### config.mk
export PLATFORM = sky130hd
export DESIGN_NAME = hms_clock_with_set_mode
export DESIGN_NICKNAME = d
export VERILOG_FILES = /design/src/design/hms_pkg.sv /design/src/design/hms_core.sv /design/src/design/hms_out.sv /design/src/design/hms_clock_with_set_mode.sv
export SDC_FILE = /design/constraint.sdc
export NUM_CORES = 1
export LEC_CHECK = 0
export BUFFER_PORTS_ARGS = -buffer_cell sky130_fd_sc_hd__buf_2
export CORE_UTILIZATION = 40
export CTS_CLUSTER_SIZE = 20
export DETAILED_ROUTE_END_ITERATION = 10
export PLACE_DENSITY = 0.58
export SLEW_MARGIN = 0
export SYNTH_ARGS = -nofsm -noshare
export SYNTH_HDL_FRONTEND = slang
export SYNTH_SLANG_ARGS = --single-unit
### constraint.sdc
create_clock -name clock -period 4.4 [get_ports clock]
set_input_delay 0.22 -clock clock [delete_from_list [all_inputs] [get_ports clock]]
set_output_delay 0.22 -clock clock [all_outputs]
set_load 0.02 [all_outputs]
### src/design/hms_pkg.sv
package hms_pkg;

   localparam int unsigned TICK_W  = 6;
   localparam int unsigned HOUR_W  = 5;
   localparam int unsigned MIN_W   = 6;
   localparam int unsigned CUR_W   = 2;
   localparam int unsigned KEY_W   = 2;
   localparam int unsigned CSR_W   = 1;

   localparam logic [TICK_W-1:0] TPS_RESET    = 6'd20;
   localparam logic [TICK_W-1:0] COLON_RESET  = 6'd10;
   localparam logic [HOUR_W-1:0] HOURS_RESET  = 5'd12;
   localparam logic [HOUR_W-1:0] HOURS_WRAP   = 5'd24;
   localparam logic [MIN_W-1:0]  SIXTY_WRAP   = 6'd60;

   localparam logic KIND_TICK = 1'b0;
   localparam logic KIND_KEY  = 1'b1;

   localparam logic [CSR_W-1:0] CSR_TICKS_PER_SECOND = 1'b0;
   localparam logic [CSR_W-1:0] CSR_COLON_ON_TICKS   = 1'b1;

   typedef enum logic [KEY_W-1:0] {
      KEY_TOGGLE = 2'd0,
      KEY_LEFT   = 2'd1,
      KEY_RIGHT  = 2'd2,
      KEY_INC    = 2'd3
   } key_type;

   localparam logic [CUR_W-1:0] CUR_HOURS   = 2'd0;
   localparam logic [CUR_W-1:0] CUR_MINUTES = 2'd1;
   localparam logic [CUR_W-1:0] CUR_SECONDS = 2'd2;

   // state after an update, as the output stage needs it
   typedef struct packed {
      logic [HOUR_W-1:0] hours;
      logic [MIN_W-1:0]  minutes;
      logic [MIN_W-1:0]  seconds;
      logic              colon_on;
      logic              setting;
      logic [CUR_W-1:0]  cursor;
   } view_type;

   typedef struct packed {
      logic [2:0] tens;
      logic [3:0] ones;
   } digits_type;

   // binary 0..63 to two decimal digits
   function automatic digits_type to_digits(input logic [MIN_W-1:0] v);
      digits_type d;
      logic [MIN_W-1:0] base;
      if (v >= 6'd60) begin
         d.tens = 3'd6;
         base   = 6'd60;
      end else if (v >= 6'd50) begin
         d.tens = 3'd5;
         base   = 6'd50;
      end else if (v >= 6'd40) begin
         d.tens = 3'd4;
         base   = 6'd40;
      end else if (v >= 6'd30) begin
         d.tens = 3'd3;
         base   = 6'd30;
      end else if (v >= 6'd20) begin
         d.tens = 3'd2;
         base   = 6'd20;
      end else if (v >= 6'd10) begin
         d.tens = 3'd1;
         base   = 6'd10;
      end else begin
         d.tens = 3'd0;
         base   = 6'd0;
      end
      d.ones = 4'(v - base);
      return d;
   endfunction

endpackage

### src/design/hms_core.sv
module hms_core import hms_pkg::*; (
   input  logic              clock,
   input  logic              reset,
   input  logic              in_fire,
   input  logic              in_kind,
   input  logic [KEY_W-1:0]  in_key,
   input  logic              csr_write,
   input  logic [CSR_W-1:0]  csr_index,
   input  logic [TICK_W-1:0] csr_data,
   output view_type          view_next
);

   logic [TICK_W-1:0] tps_ff, colon_ff;
   logic [TICK_W-1:0] tick_ff, tick_in;
   logic [HOUR_W-1:0] hours_ff, hours_in;
   logic [MIN_W-1:0]  minutes_ff, minutes_in;
   logic [MIN_W-1:0]  seconds_ff, seconds_in;
   logic              setting_ff, setting_in;
   logic [CUR_W-1:0]  cursor_ff, cursor_in;
   logic [TICK_W:0]   tick_inc;

   function automatic logic [MIN_W-1:0] inc60(input logic [MIN_W-1:0] v);
      logic [MIN_W-1:0] n;
      n = v + 1'b1;
      return (n >= SIXTY_WRAP) ? '0 : n;
   endfunction

   function automatic logic [HOUR_W-1:0] inc24(input logic [HOUR_W-1:0] v);
      logic [HOUR_W-1:0] n;
      n = v + 1'b1;
      return (n >= HOURS_WRAP) ? '0 : n;
   endfunction

   assign tick_inc = {1'b0, tick_ff} + 1'b1;

   always_comb begin
      tick_in    = tick_ff;
      hours_in   = hours_ff;
      minutes_in = minutes_ff;
      seconds_in = seconds_ff;
      setting_in = setting_ff;
      cursor_in  = cursor_ff;
      if (in_kind == KIND_TICK) begin
         if (!setting_ff) begin
            if (tick_inc >= {1'b0, tps_ff}) begin
               tick_in    = '0;
               seconds_in = inc60(seconds_ff);
               if (seconds_in == '0) begin
                  minutes_in = inc60(minutes_ff);
                  if (minutes_in == '0) begin
                     hours_in = inc24(hours_ff);
                  end
               end
            end else begin
               tick_in = tick_inc[TICK_W-1:0];
            end
         end
      end else begin
         unique case (key_type'(in_key))
            KEY_TOGGLE: begin
               setting_in = !setting_ff;
               if (!setting_ff) begin
                  cursor_in = CUR_HOURS;
               end
            end
            KEY_LEFT: begin
               if (setting_ff) begin
                  cursor_in = (cursor_ff == CUR_HOURS || cursor_ff > CUR_SECONDS) ?
                              CUR_SECONDS : cursor_ff - 1'b1;
               end
            end
            KEY_RIGHT: begin
               if (setting_ff) begin
                  cursor_in = (cursor_ff >= CUR_SECONDS) ? CUR_HOURS : cursor_ff + 1'b1;
               end
            end
            KEY_INC: begin
               if (setting_ff) begin
                  case (cursor_ff)
                     CUR_HOURS:   hours_in   = inc24(hours_ff);
                     CUR_MINUTES: minutes_in = inc60(minutes_ff);
                     CUR_SECONDS: seconds_in = inc60(seconds_ff);
                     default:     ;
                  endcase
               end
            end
            default: ;
         endcase
      end
   end

   always_comb begin
      view_next.hours    = hours_in;
      view_next.minutes  = minutes_in;
      view_next.seconds  = seconds_in;
      view_next.colon_on = (tick_in < colon_ff);
      view_next.setting  = setting_in;
      view_next.cursor   = cursor_in;
   end

   always_ff @(posedge clock) begin
      if (reset) begin
         tps_ff     <= TPS_RESET;
         colon_ff   <= COLON_RESET;
         tick_ff    <= '0;
         hours_ff   <= HOURS_RESET;
         minutes_ff <= '0;
         seconds_ff <= '0;
         setting_ff <= 1'b0;
         cursor_ff  <= CUR_HOURS;
      end else begin
         if (csr_write) begin
            unique case (csr_index)
               CSR_TICKS_PER_SECOND: tps_ff   <= csr_data;
               CSR_COLON_ON_TICKS:   colon_ff <= csr_data;
               default: ;
            endcase
         end
         if (in_fire) begin
            tick_ff    <= tick_in;
            hours_ff   <= hours_in;
            minutes_ff <= minutes_in;
            seconds_ff <= seconds_in;
            setting_ff <= setting_in;
            cursor_ff  <= cursor_in;
         end
      end
   end

endmodule

### src/design/hms_out.sv
module hms_out import hms_pkg::*; (
   input  logic             clock,
   input  logic             reset,
   input  logic             in_fire,
   input  view_type         view_next,
   input  logic             rsp_stall,
   output logic             rsp_valid,
   output logic             out_busy,
   output logic [1:0]       rsp_hour_tens,
   output logic [3:0]       rsp_hour_ones,
   output logic [2:0]       rsp_minute_tens,
   output logic [3:0]       rsp_minute_ones,
   output logic [2:0]       rsp_second_tens,
   output logic [3:0]       rsp_second_ones,
   output logic             rsp_colon_on,
   output logic             rsp_in_set_mode,
   output logic [CUR_W-1:0] rsp_cursor_at
);

   logic       valid_ff, valid_in;
   digits_type hour_d, min_d, sec_d;
   digits_type hour_ff, min_ff, sec_ff;
   logic       colon_ff, setting_ff;
   logic [CUR_W-1:0] cursor_ff;

   assign hour_d = to_digits({1'b0, view_next.hours});
   assign min_d  = to_digits(view_next.minutes);
   assign sec_d  = to_digits(view_next.seconds);

   assign valid_in = in_fire | (valid_ff & rsp_stall);
   assign out_busy = valid_ff & rsp_stall;

   always_ff @(posedge clock) begin
      if (reset) begin
         valid_ff <= 1'b0;
      end else begin
         valid_ff <= valid_in;
      end
   end

   always_ff @(posedge clock) begin
      if (in_fire) begin
         hour_ff    <= hour_d;
         min_ff     <= min_d;
         sec_ff     <= sec_d;
         colon_ff   <= view_next.colon_on;
         setting_ff <= view_next.setting;
         cursor_ff  <= view_next.cursor;
      end
   end

   assign rsp_valid       = valid_ff;
   assign rsp_hour_tens   = hour_ff.tens[1:0];
   assign rsp_hour_ones   = hour_ff.ones;
   assign rsp_minute_tens = min_ff.tens;
   assign rsp_minute_ones = min_ff.ones;
   assign rsp_second_tens = sec_ff.tens;
   assign rsp_second_ones = sec_ff.ones;
   assign rsp_colon_on    = colon_ff;
   assign rsp_in_set_mode = setting_ff;
   assign rsp_cursor_at   = cursor_ff;

endmodule

### src/design/hms_clock_with_set_mode.sv
// 24-hour hh:mm:ss clock with a set mode, driven one word at a time.
// req channel: req_kind selects a timer tick (0) or a key event (1); req_key
// is toggle set mode, cursor left, cursor right or increment.
// rsp channel: one word per request, the time as six decimal digits after
// the update, the colon blink phase, the set mode flag and the cursor.
// csr channel: csr_index 0 writes ticks per second, 1 writes the colon-on
// tick count; csr_ready is always high and a write takes effect next cycle.
// A request taken at one edge shows up on rsp in the next cycle. Throughput
// is one word per cycle while no rsp word is stalled; state update and digit
// conversion sit between the state registers and the rsp register.
// When rsp_stall holds a valid word, req_stall rises in the same cycle and
// the rsp word holds; otherwise a new request is taken every cycle.
// Reset (synchronous) clears rsp_valid and sets the time to 12:00:00,
// normal mode, cursor on hours, ticks per second 20 and colon ticks 10.
module hms_clock_with_set_mode import hms_pkg::*; (
   input  logic              clock,
   input  logic              reset,
   input  logic              req_valid,
   output logic              req_stall,
   input  logic              req_kind,
   input  logic [KEY_W-1:0]  req_key,
   output logic              rsp_valid,
   input  logic              rsp_stall,
   output logic [1:0]        rsp_hour_tens,
   output logic [3:0]        rsp_hour_ones,
   output logic [2:0]        rsp_minute_tens,
   output logic [3:0]        rsp_minute_ones,
   output logic [2:0]        rsp_second_tens,
   output logic [3:0]        rsp_second_ones,
   output logic              rsp_colon_on,
   output logic              rsp_in_set_mode,
   output logic [CUR_W-1:0]  rsp_cursor_at,
   input  logic              csr_valid,
   output logic              csr_ready,
   input  logic [CSR_W-1:0]  csr_index,
   input  logic [TICK_W-1:0] csr_data
);

   logic     in_fire;
   logic     out_busy;
   view_type view_next;

   assign req_stall = out_busy;
   assign in_fire   = req_valid & ~out_busy;
   assign csr_ready = 1'b1;

   hms_core u_core (
      .clock     (clock),
      .reset     (reset),
      .in_fire   (in_fire),
      .in_kind   (req_kind),
      .in_key    (req_key),
      .csr_write (csr_valid & csr_ready),
      .csr_index (csr_index),
      .csr_data  (csr_data),
      .view_next (view_next)
   );

   hms_out u_out (
      .clock           (clock),
      .reset           (reset),
      .in_fire         (in_fire),
      .view_next       (view_next),
      .rsp_stall       (rsp_stall),
      .rsp_valid       (rsp_valid),
      .out_busy        (out_busy),
      .rsp_hour_tens   (rsp_hour_tens),
      .rsp_hour_ones   (rsp_hour_ones),
      .rsp_minute_tens (rsp_minute_tens),
      .rsp_minute_ones (rsp_minute_ones),
      .rsp_second_tens (rsp_second_tens),
      .rsp_second_ones (rsp_second_ones),
      .rsp_colon_on    (rsp_colon_on),
      .rsp_in_set_mode (rsp_in_set_mode),
      .rsp_cursor_at   (rsp_cursor_at)
   );

endmodule

==> run metrics, run 1 <==
status=finished clean; post-synth cell types=80; die area=0.01104 sq mm; vias per cell=5.391; Die Ht=105.1 um; max_cap viols=0; Layout Nets=584; final worst path period share=92.22%; hold buffer count at CTS=0; WL per Instance=13.84 um; # clock sinks=63; post-synthesis mux area share=1.237%; Avg Cell Area, Syn=8.364 sq um; Yosys top cell by area=dfxtp_1; # rows=37; post-route insts no fill=686; Synth Area in Compound Gates=24.71%; max-slew violations=0; Leakage=1.875 nW; Initial Utilization=41.16%; worst hold path class=in -> reg; post-synthesis cell count=508; CTS Root Cell=clkbuf_8; Max Clock Skew=0.009206 ns; XOR/XNOR Fraction of Synth Area=3.298%; Fillers=1014; placed cells=666; Syn Std Cell Area=0.004249 sq mm; Synth Area in Simple Gates=21.23%; PwrDens=304.3 mW/mm^2; startpoint types=flip-flop; Slew HR=39.33%; Core ar.=0.01032 sq mm; CTS tree=yes; CP max FO=6; Synth top area share=18.37%; gr usage total=17.80%; data arrival time of the critical path=4.16 ns; global-route wire length before repair=15970 um; IO Pins=42; clock slew at reported path FFs=0.07 ns; vias post-DR=3698; Hold Vio Cnt, Final=0; Port Buf Inserts=40; Post-Syn Nets=547; min cycle time layout=4.058 ns; antenna violations before repair=0; RSZ-0062 raised after global routing=no; Top FF cell, synth=dfxtp_1; Worst-Margin Slew=0.9078 ns; YS warnings=0; Place WS=0.1156 ns; reg2reg setup slack=0.34 ns; Layout Utilization=46.52%; layout cells sized above 1=17.45%; Seq cells post-synth=63; drt pass-1 iters=4; final hold slack=0.09090 ns; Post-synth EDFFs=24; Design Area, Final=0.004802 sq mm; maximum clock rate=0.2465 GHz; gr ovfl total=0; Crit. End Element=flip-flop; Seq/Total Area, Yosys=35.34%; final worst slack=0.3424 ns; Async S/R FF share, synth=0%; vias in the first global route=3402; synthesized-area fraction occupied by adder cells=8.569%; Post-Route WL=9494 um; largest net degree at the start of global routing=40; CP Class=reg -> reg; Setup violations, final=0; CTS buffer count=9; Power Total=1.461 mW; Post-DP HPWL=6702 um; Area contributors post-synth=dfxtp_1 18%, edfxtp_1 17%, ha_1 6.2%; setup TNS=0 ns; CP required=4.50 ns; Peak VDD IR=0.0001390 V; Die Width=105.1 um; clk_lat worst skew=0.35 ns; n_diodes=0; H-tree depth=3; Syn-to-layout area delta=13.02%; Iter 0 DRT Violations=134; clock tree buffer depth=2; # DRC=0; Post-DRT Antenna Nets=0; cell area after placement=0.004561 sq mm; final weighted congestion in routability-driven placement=0.8513; largest family of logic cells by synthesized area=compound AO/OA/AOI/OAI gates
## cell type report
cell class / instances / area (sq um) / area share (%)
clock buffers: 10 / 137.6 / 2.866
well taps: 136 / 170.2 / 3.544
multi-input cells: 388 / 2525 / 52.58
clock inverters: 6 / 60.06 / 1.251
flip-flops and latches: 63 / 1503 / 31.29
repair buffers: 52 / 290.3 / 6.045
inverters: 31 / 116.4 / 2.423
## worst paths after layout
check	end	cells after the start	start
setup / recovery	u_out.rsp_hour_ones[3]	17	u_core.tick_ff[2]
hold / removal	u_core.tps_ff[2]	2	csr_data[2]
setup reg to reg	u_out.rsp_hour_ones[3]	17	u_core.tick_ff[2]
hold reg to reg	u_core.colon_ff[4]	2	u_core.colon_ff[4]
## per-layer routing
metal	wire, um	track usage, %
met5	0	0
met4	69	6.539
met3	340	2.807
met2	4577	30.13
met1	4506	22.80
## registers in the layout, summed over array words and instances (netlist names), 2 cells and up
register and cells:
u_core.colon_ff 6, u_core.minutes_ff 6, u_core.seconds_ff 6, u_core.tick_ff 6
u_core.tps_ff 6, u_core.hours_ff 5, u_out.rsp_hour_ones 4, u_out.rsp_minute_ones 4
u_out.rsp_second_ones 4, u_out.rsp_minute_tens 3, u_out.rsp_second_tens 3, u_core.cursor_ff 2
u_out.rsp_cursor_at 2, u_out.rsp_hour_tens 2
## critical path, cell delays in order, from the launching register on
cell and delay (ns):
dfxtp_1 0.42, nand3_1 0.15, nor2_1 0.17, xnor2_1 0.16
inv_1 0.07, ha_1 0.29, o211ai_1 0.11, o21ai_2 0.28
nand3_2 0.18, o31a_1 0.36, nor3b_1 0.22, a21oi_1 0.11
maj3_1 0.35, o22ai_1 0.19, ha_1 0.18, inv_1 0.05
fa_1 0.37, xor2_1 0.17
## cells in the mapped netlist (3+ instances only)
| cell type | instances |
|---|---|
| nand2_1 | 64 |
| nor2_1 | 56 |
| dfxtp_1 | 39 |
| a21oi_1 | 35 |
| inv_1 | 29 |
| edfxtp_1 | 24 |
| ha_1 | 21 |
| o21ai_0 | 19 |
| clkbuf_1 | 15 |
| nand3_1 | 14 |
| nor3_1 | 10 |
| nor2b_1 | 8 |
| xnor2_1 | 8 |
| xor2_1 | 8 |
| a211o_1 | 7 |
| a211oi_1 | 7 |
| a22o_1 | 7 |
| a31oi_1 | 7 |
| and2_1 | 6 |
| and3_1 | 6 |
| buf_2 | 6 |
| o21ai_1 | 6 |
| nand2b_1 | 5 |
| o31ai_1 | 5 |
| o21a_1 | 4 |
| a21o_1 | 3 |
| a22oi_1 | 3 |
| buf_1 | 3 |
| fa_1 | 3 |
| maj3_1 | 3 |
| mux2i_1 | 3 |
| nand4_1 | 3 |
| o211ai_1 | 3 |
| o31a_1 | 3 |
| or2_2 | 3 |
| or3_1 | 3 |
## cells in the final DEF (no fill, tap or decap), types with 4 or more instances in the layout
cell type / synthesis / layout
o21ai_1: 6 / 5
a22o_1: 7 / 7
clkbuf_8: 1 / 10
a211o_1: 7 / 7
and3_1: 6 / 6
nand2_1: 64 / 64
a31oi_1: 7 / 7
dfxtp_1: 39 / 38
ha_1: 21 / 20
nand2b_1: 5 / 5
buf_2: 6 / 40
xor2_1: 8 / 8
nor2_1: 56 / 56
nor2b_1: 8 / 8
buf_4: 1 / 12
and2_1: 6 / 5
nor3_1: 10 / 10
o31ai_1: 5 / 5
nand3_1: 14 / 14
a21oi_1: 35 / 35
inv_1: 29 / 29
o21ai_0: 19 / 19
xnor2_1: 8 / 8
edfxtp_1: 24 / 24
o21a_1: 4 / 4
a211oi_1: 7 / 7
## cell families after synthesis
family                     after synthesis
and+or+nand+nor                        194
AOI/OAI and AO/OA                      144
DFF                                     63
buffers and inverters                   57
adders and majority gates               28
xor gates and xnor gates                16
muxes                                    5
other                                    1
## power by group
| group | internal (mW) | switching [mW] | total, mW |
|---|---|---|---|
| logic | 0.103 | 0.160 | 0.263 |
| clock network | 0.274 | 0.240 | 0.514 |
| registers | 0.653 | 0.0319 | 0.684 |
## timing repair
action,CTS,global route
endpoints found under the setup margin,0,6
buffers inserted,0,4
resized for setup,0,5
Note: power is estimated with default switching activity, not from simulation.
==> run 2, diff against run 1 <==
--- a/config.mk
+++ b/config.mk
@@ -9,6 +9,7 @@
 export CORE_UTILIZATION = 40
 export CTS_CLUSTER_SIZE = 20
 export DETAILED_ROUTE_END_ITERATION = 10
+export GPL_TIMING_DRIVEN = 0
 export PLACE_DENSITY = 0.58
 export SLEW_MARGIN = 0
 export SYNTH_ARGS = -nofsm -noshare
==> run 2 against run 1 <==
Via count grew 3.5%. Sequential cell count unchanged. Hold slack got worse by 0.0011 ns. Cell count increased by 2.3%. Design area is 1.1% higher. Maximum frequency fell by 3.2%. Register-to-register slack worse by 0.14 ns. Critical path depth is the same. Global-route usage grew 1.2 points. Routed wire length increased by 7.2%. Largest power group unchanged.
==> run metrics, run 2 (synthesized netlist as in run 1, its figures left out) <==
H-tree depth=3; largest net degree at the start of global routing=34; # rows=37; Crit. End Element=flip-flop; Core ar.=0.01032 sq mm; WL per Instance=14.50 um; maximum clock rate=0.2385 GHz; CP Class=reg -> reg; gr usage total=19.03%; Post-Route WL=10180 um; Buf/Inv on CP=3; Worst-Margin Slew=0.7858 ns; min cycle time layout=4.194 ns; commonest non-fill, non-tap cell in the layout=nand2_1; kind of cell adding the most delay to the critical path=compound AO/OA/AOI/OAI gates; setup TNS=0 ns; Max Clock Skew=0.01113 ns; max_cap viols=0; global-route wire length before repair=16760 um; worst hold path class=in -> reg; Slew HR=47.62%; Die Ht=105.1 um; critical path's slowest cell=dfxtp_2; data arrival time of the critical path=4.29 ns; layout cells sized above 1=15.90%; CTS buffer count=9; Die Width=105.1 um; die area=0.01104 sq mm; clock tree buffer depth=2; antenna violations before repair=0; Layout Nets=600; status=finished clean; hold buffer count at CTS=0; gr ovfl total=0; final weighted congestion in routability-driven placement=0.8794; CP dominant cell by count=ha_1; # clock sinks=63; IO Pins=42; clk_lat worst skew=0.35 ns; n_diodes=0; Power Total=1.453 mW; vias post-DR=3829; PwrDens=299.2 mW/mm^2; Leakage=1.891 nW; Port Buf Inserts=39; vias in the first global route=3489; Syn-to-layout area delta=14.31%; CP required=4.49 ns; drt pass-1 iters=4; Initial Utilization=41.16%; Iter 0 DRT Violations=134; Post-DRT Antenna Nets=0; CTS tree=yes; clock slew at reported path FFs=0.07 ns; RSZ-0062 raised after global routing=yes; Fillers=1011; Peak VDD IR=0.0001650 V; Setup violations, final=0; Post-DP HPWL=7296 um; cells along the critical path=ha_1 > nand3_1 > xnor2_1 > ha_1 > o211ai_1 > o21ai_2 > clkbuf_4 > a31oi_1 > a31oi_1 > and2_1 > buf_2 > or2_1 > o21ai_1 > a221o_1 > ha_1 > inv_1 > fa_1; final worst path period share=95.31%; CTS Root Cell=clkbuf_8; max-slew violations=0; vias per cell=5.454; Hold Vio Cnt, Final=0; CP max FO=10; # DRC=0; startpoint types=flip-flop; Worst path max stage delay=0.40 ns; most frequent cells in the layout=64 x nand2_1, 56 x nor2_1, 45 x buf_2
==> run 2: metal layers <==
layer / GRT usage [%] / part of all wire (%) / up-vias
li1: - / - / 1935
met1: 24.08 / 47 / 1813
met2: 32.73 / 49 / 68
met3: 3.369 / 2.9 / 13
met4: 6.036 / 1.4 / 0
met5: 0 / 0 / -
==> run 2: final timing paths <==
kind | start | to | slack, ns | cells past startpoint
setup / recovery | u_core.tick_ff[0] | u_out.rsp_minute_ones[2] | 0.21 | 17
hold / removal | csr_data[4] | u_core.tps_ff[4] | 0.09 | 2
setup reg to reg | u_core.tick_ff[0] | u_out.rsp_minute_ones[2] | 0.21 | 17
hold reg to reg | u_core.colon_ff[2] | u_core.colon_ff[2] | 0.46 | 2
==> run 2: layout make-up <==
type / instances / area, sq um / share of cell area [%]
well taps: 136 / 170.2 / 3.503
plain buffers: 26 / 122.6 / 2.524
repair buffers: 42 / 217.7 / 4.482
multi-input cells: 388 / 2536 / 52.22
flip-flops and latches: 63 / 1503 / 30.94
clock buffers: 16 / 191.4 / 3.941
inverters: 31 / 116.4 / 2.396
==> run 2: what timing repair did <==
action / 4_1_cts / 5_1_grt
buffers inserted: 0 / 3
setup endpoints to repair: 0 / 7
gates resized for setup: 0 / 7
==> run 2: metrics by stage <==
stage          setup slack, ns  util, %  area (sq um)  hold slack (ns)  instances
3_3_place_gp            0.1223    44.70          4614           0.4461        683
3_5_place_dp           0.05070    44.71          4616           0.4516        683
2_1_floorplan           0.6715        -          4249           0.3378        508
6_report                0.2065    47.05          4857          0.08979        702
5_1_grt               -0.05044    47.05          4857          0.09515        702
4_1_cts               0.006785    46.56          4807          0.08052        699
==> run 2: power by group <==
part | internal, mW | leakage (nW) | switching, mW
clock | 0.271 | 0.0961 | 0.230
sequential | 0.653 | 0.556 | 0.0215
combinational | 0.102 | 1.24 | 0.176
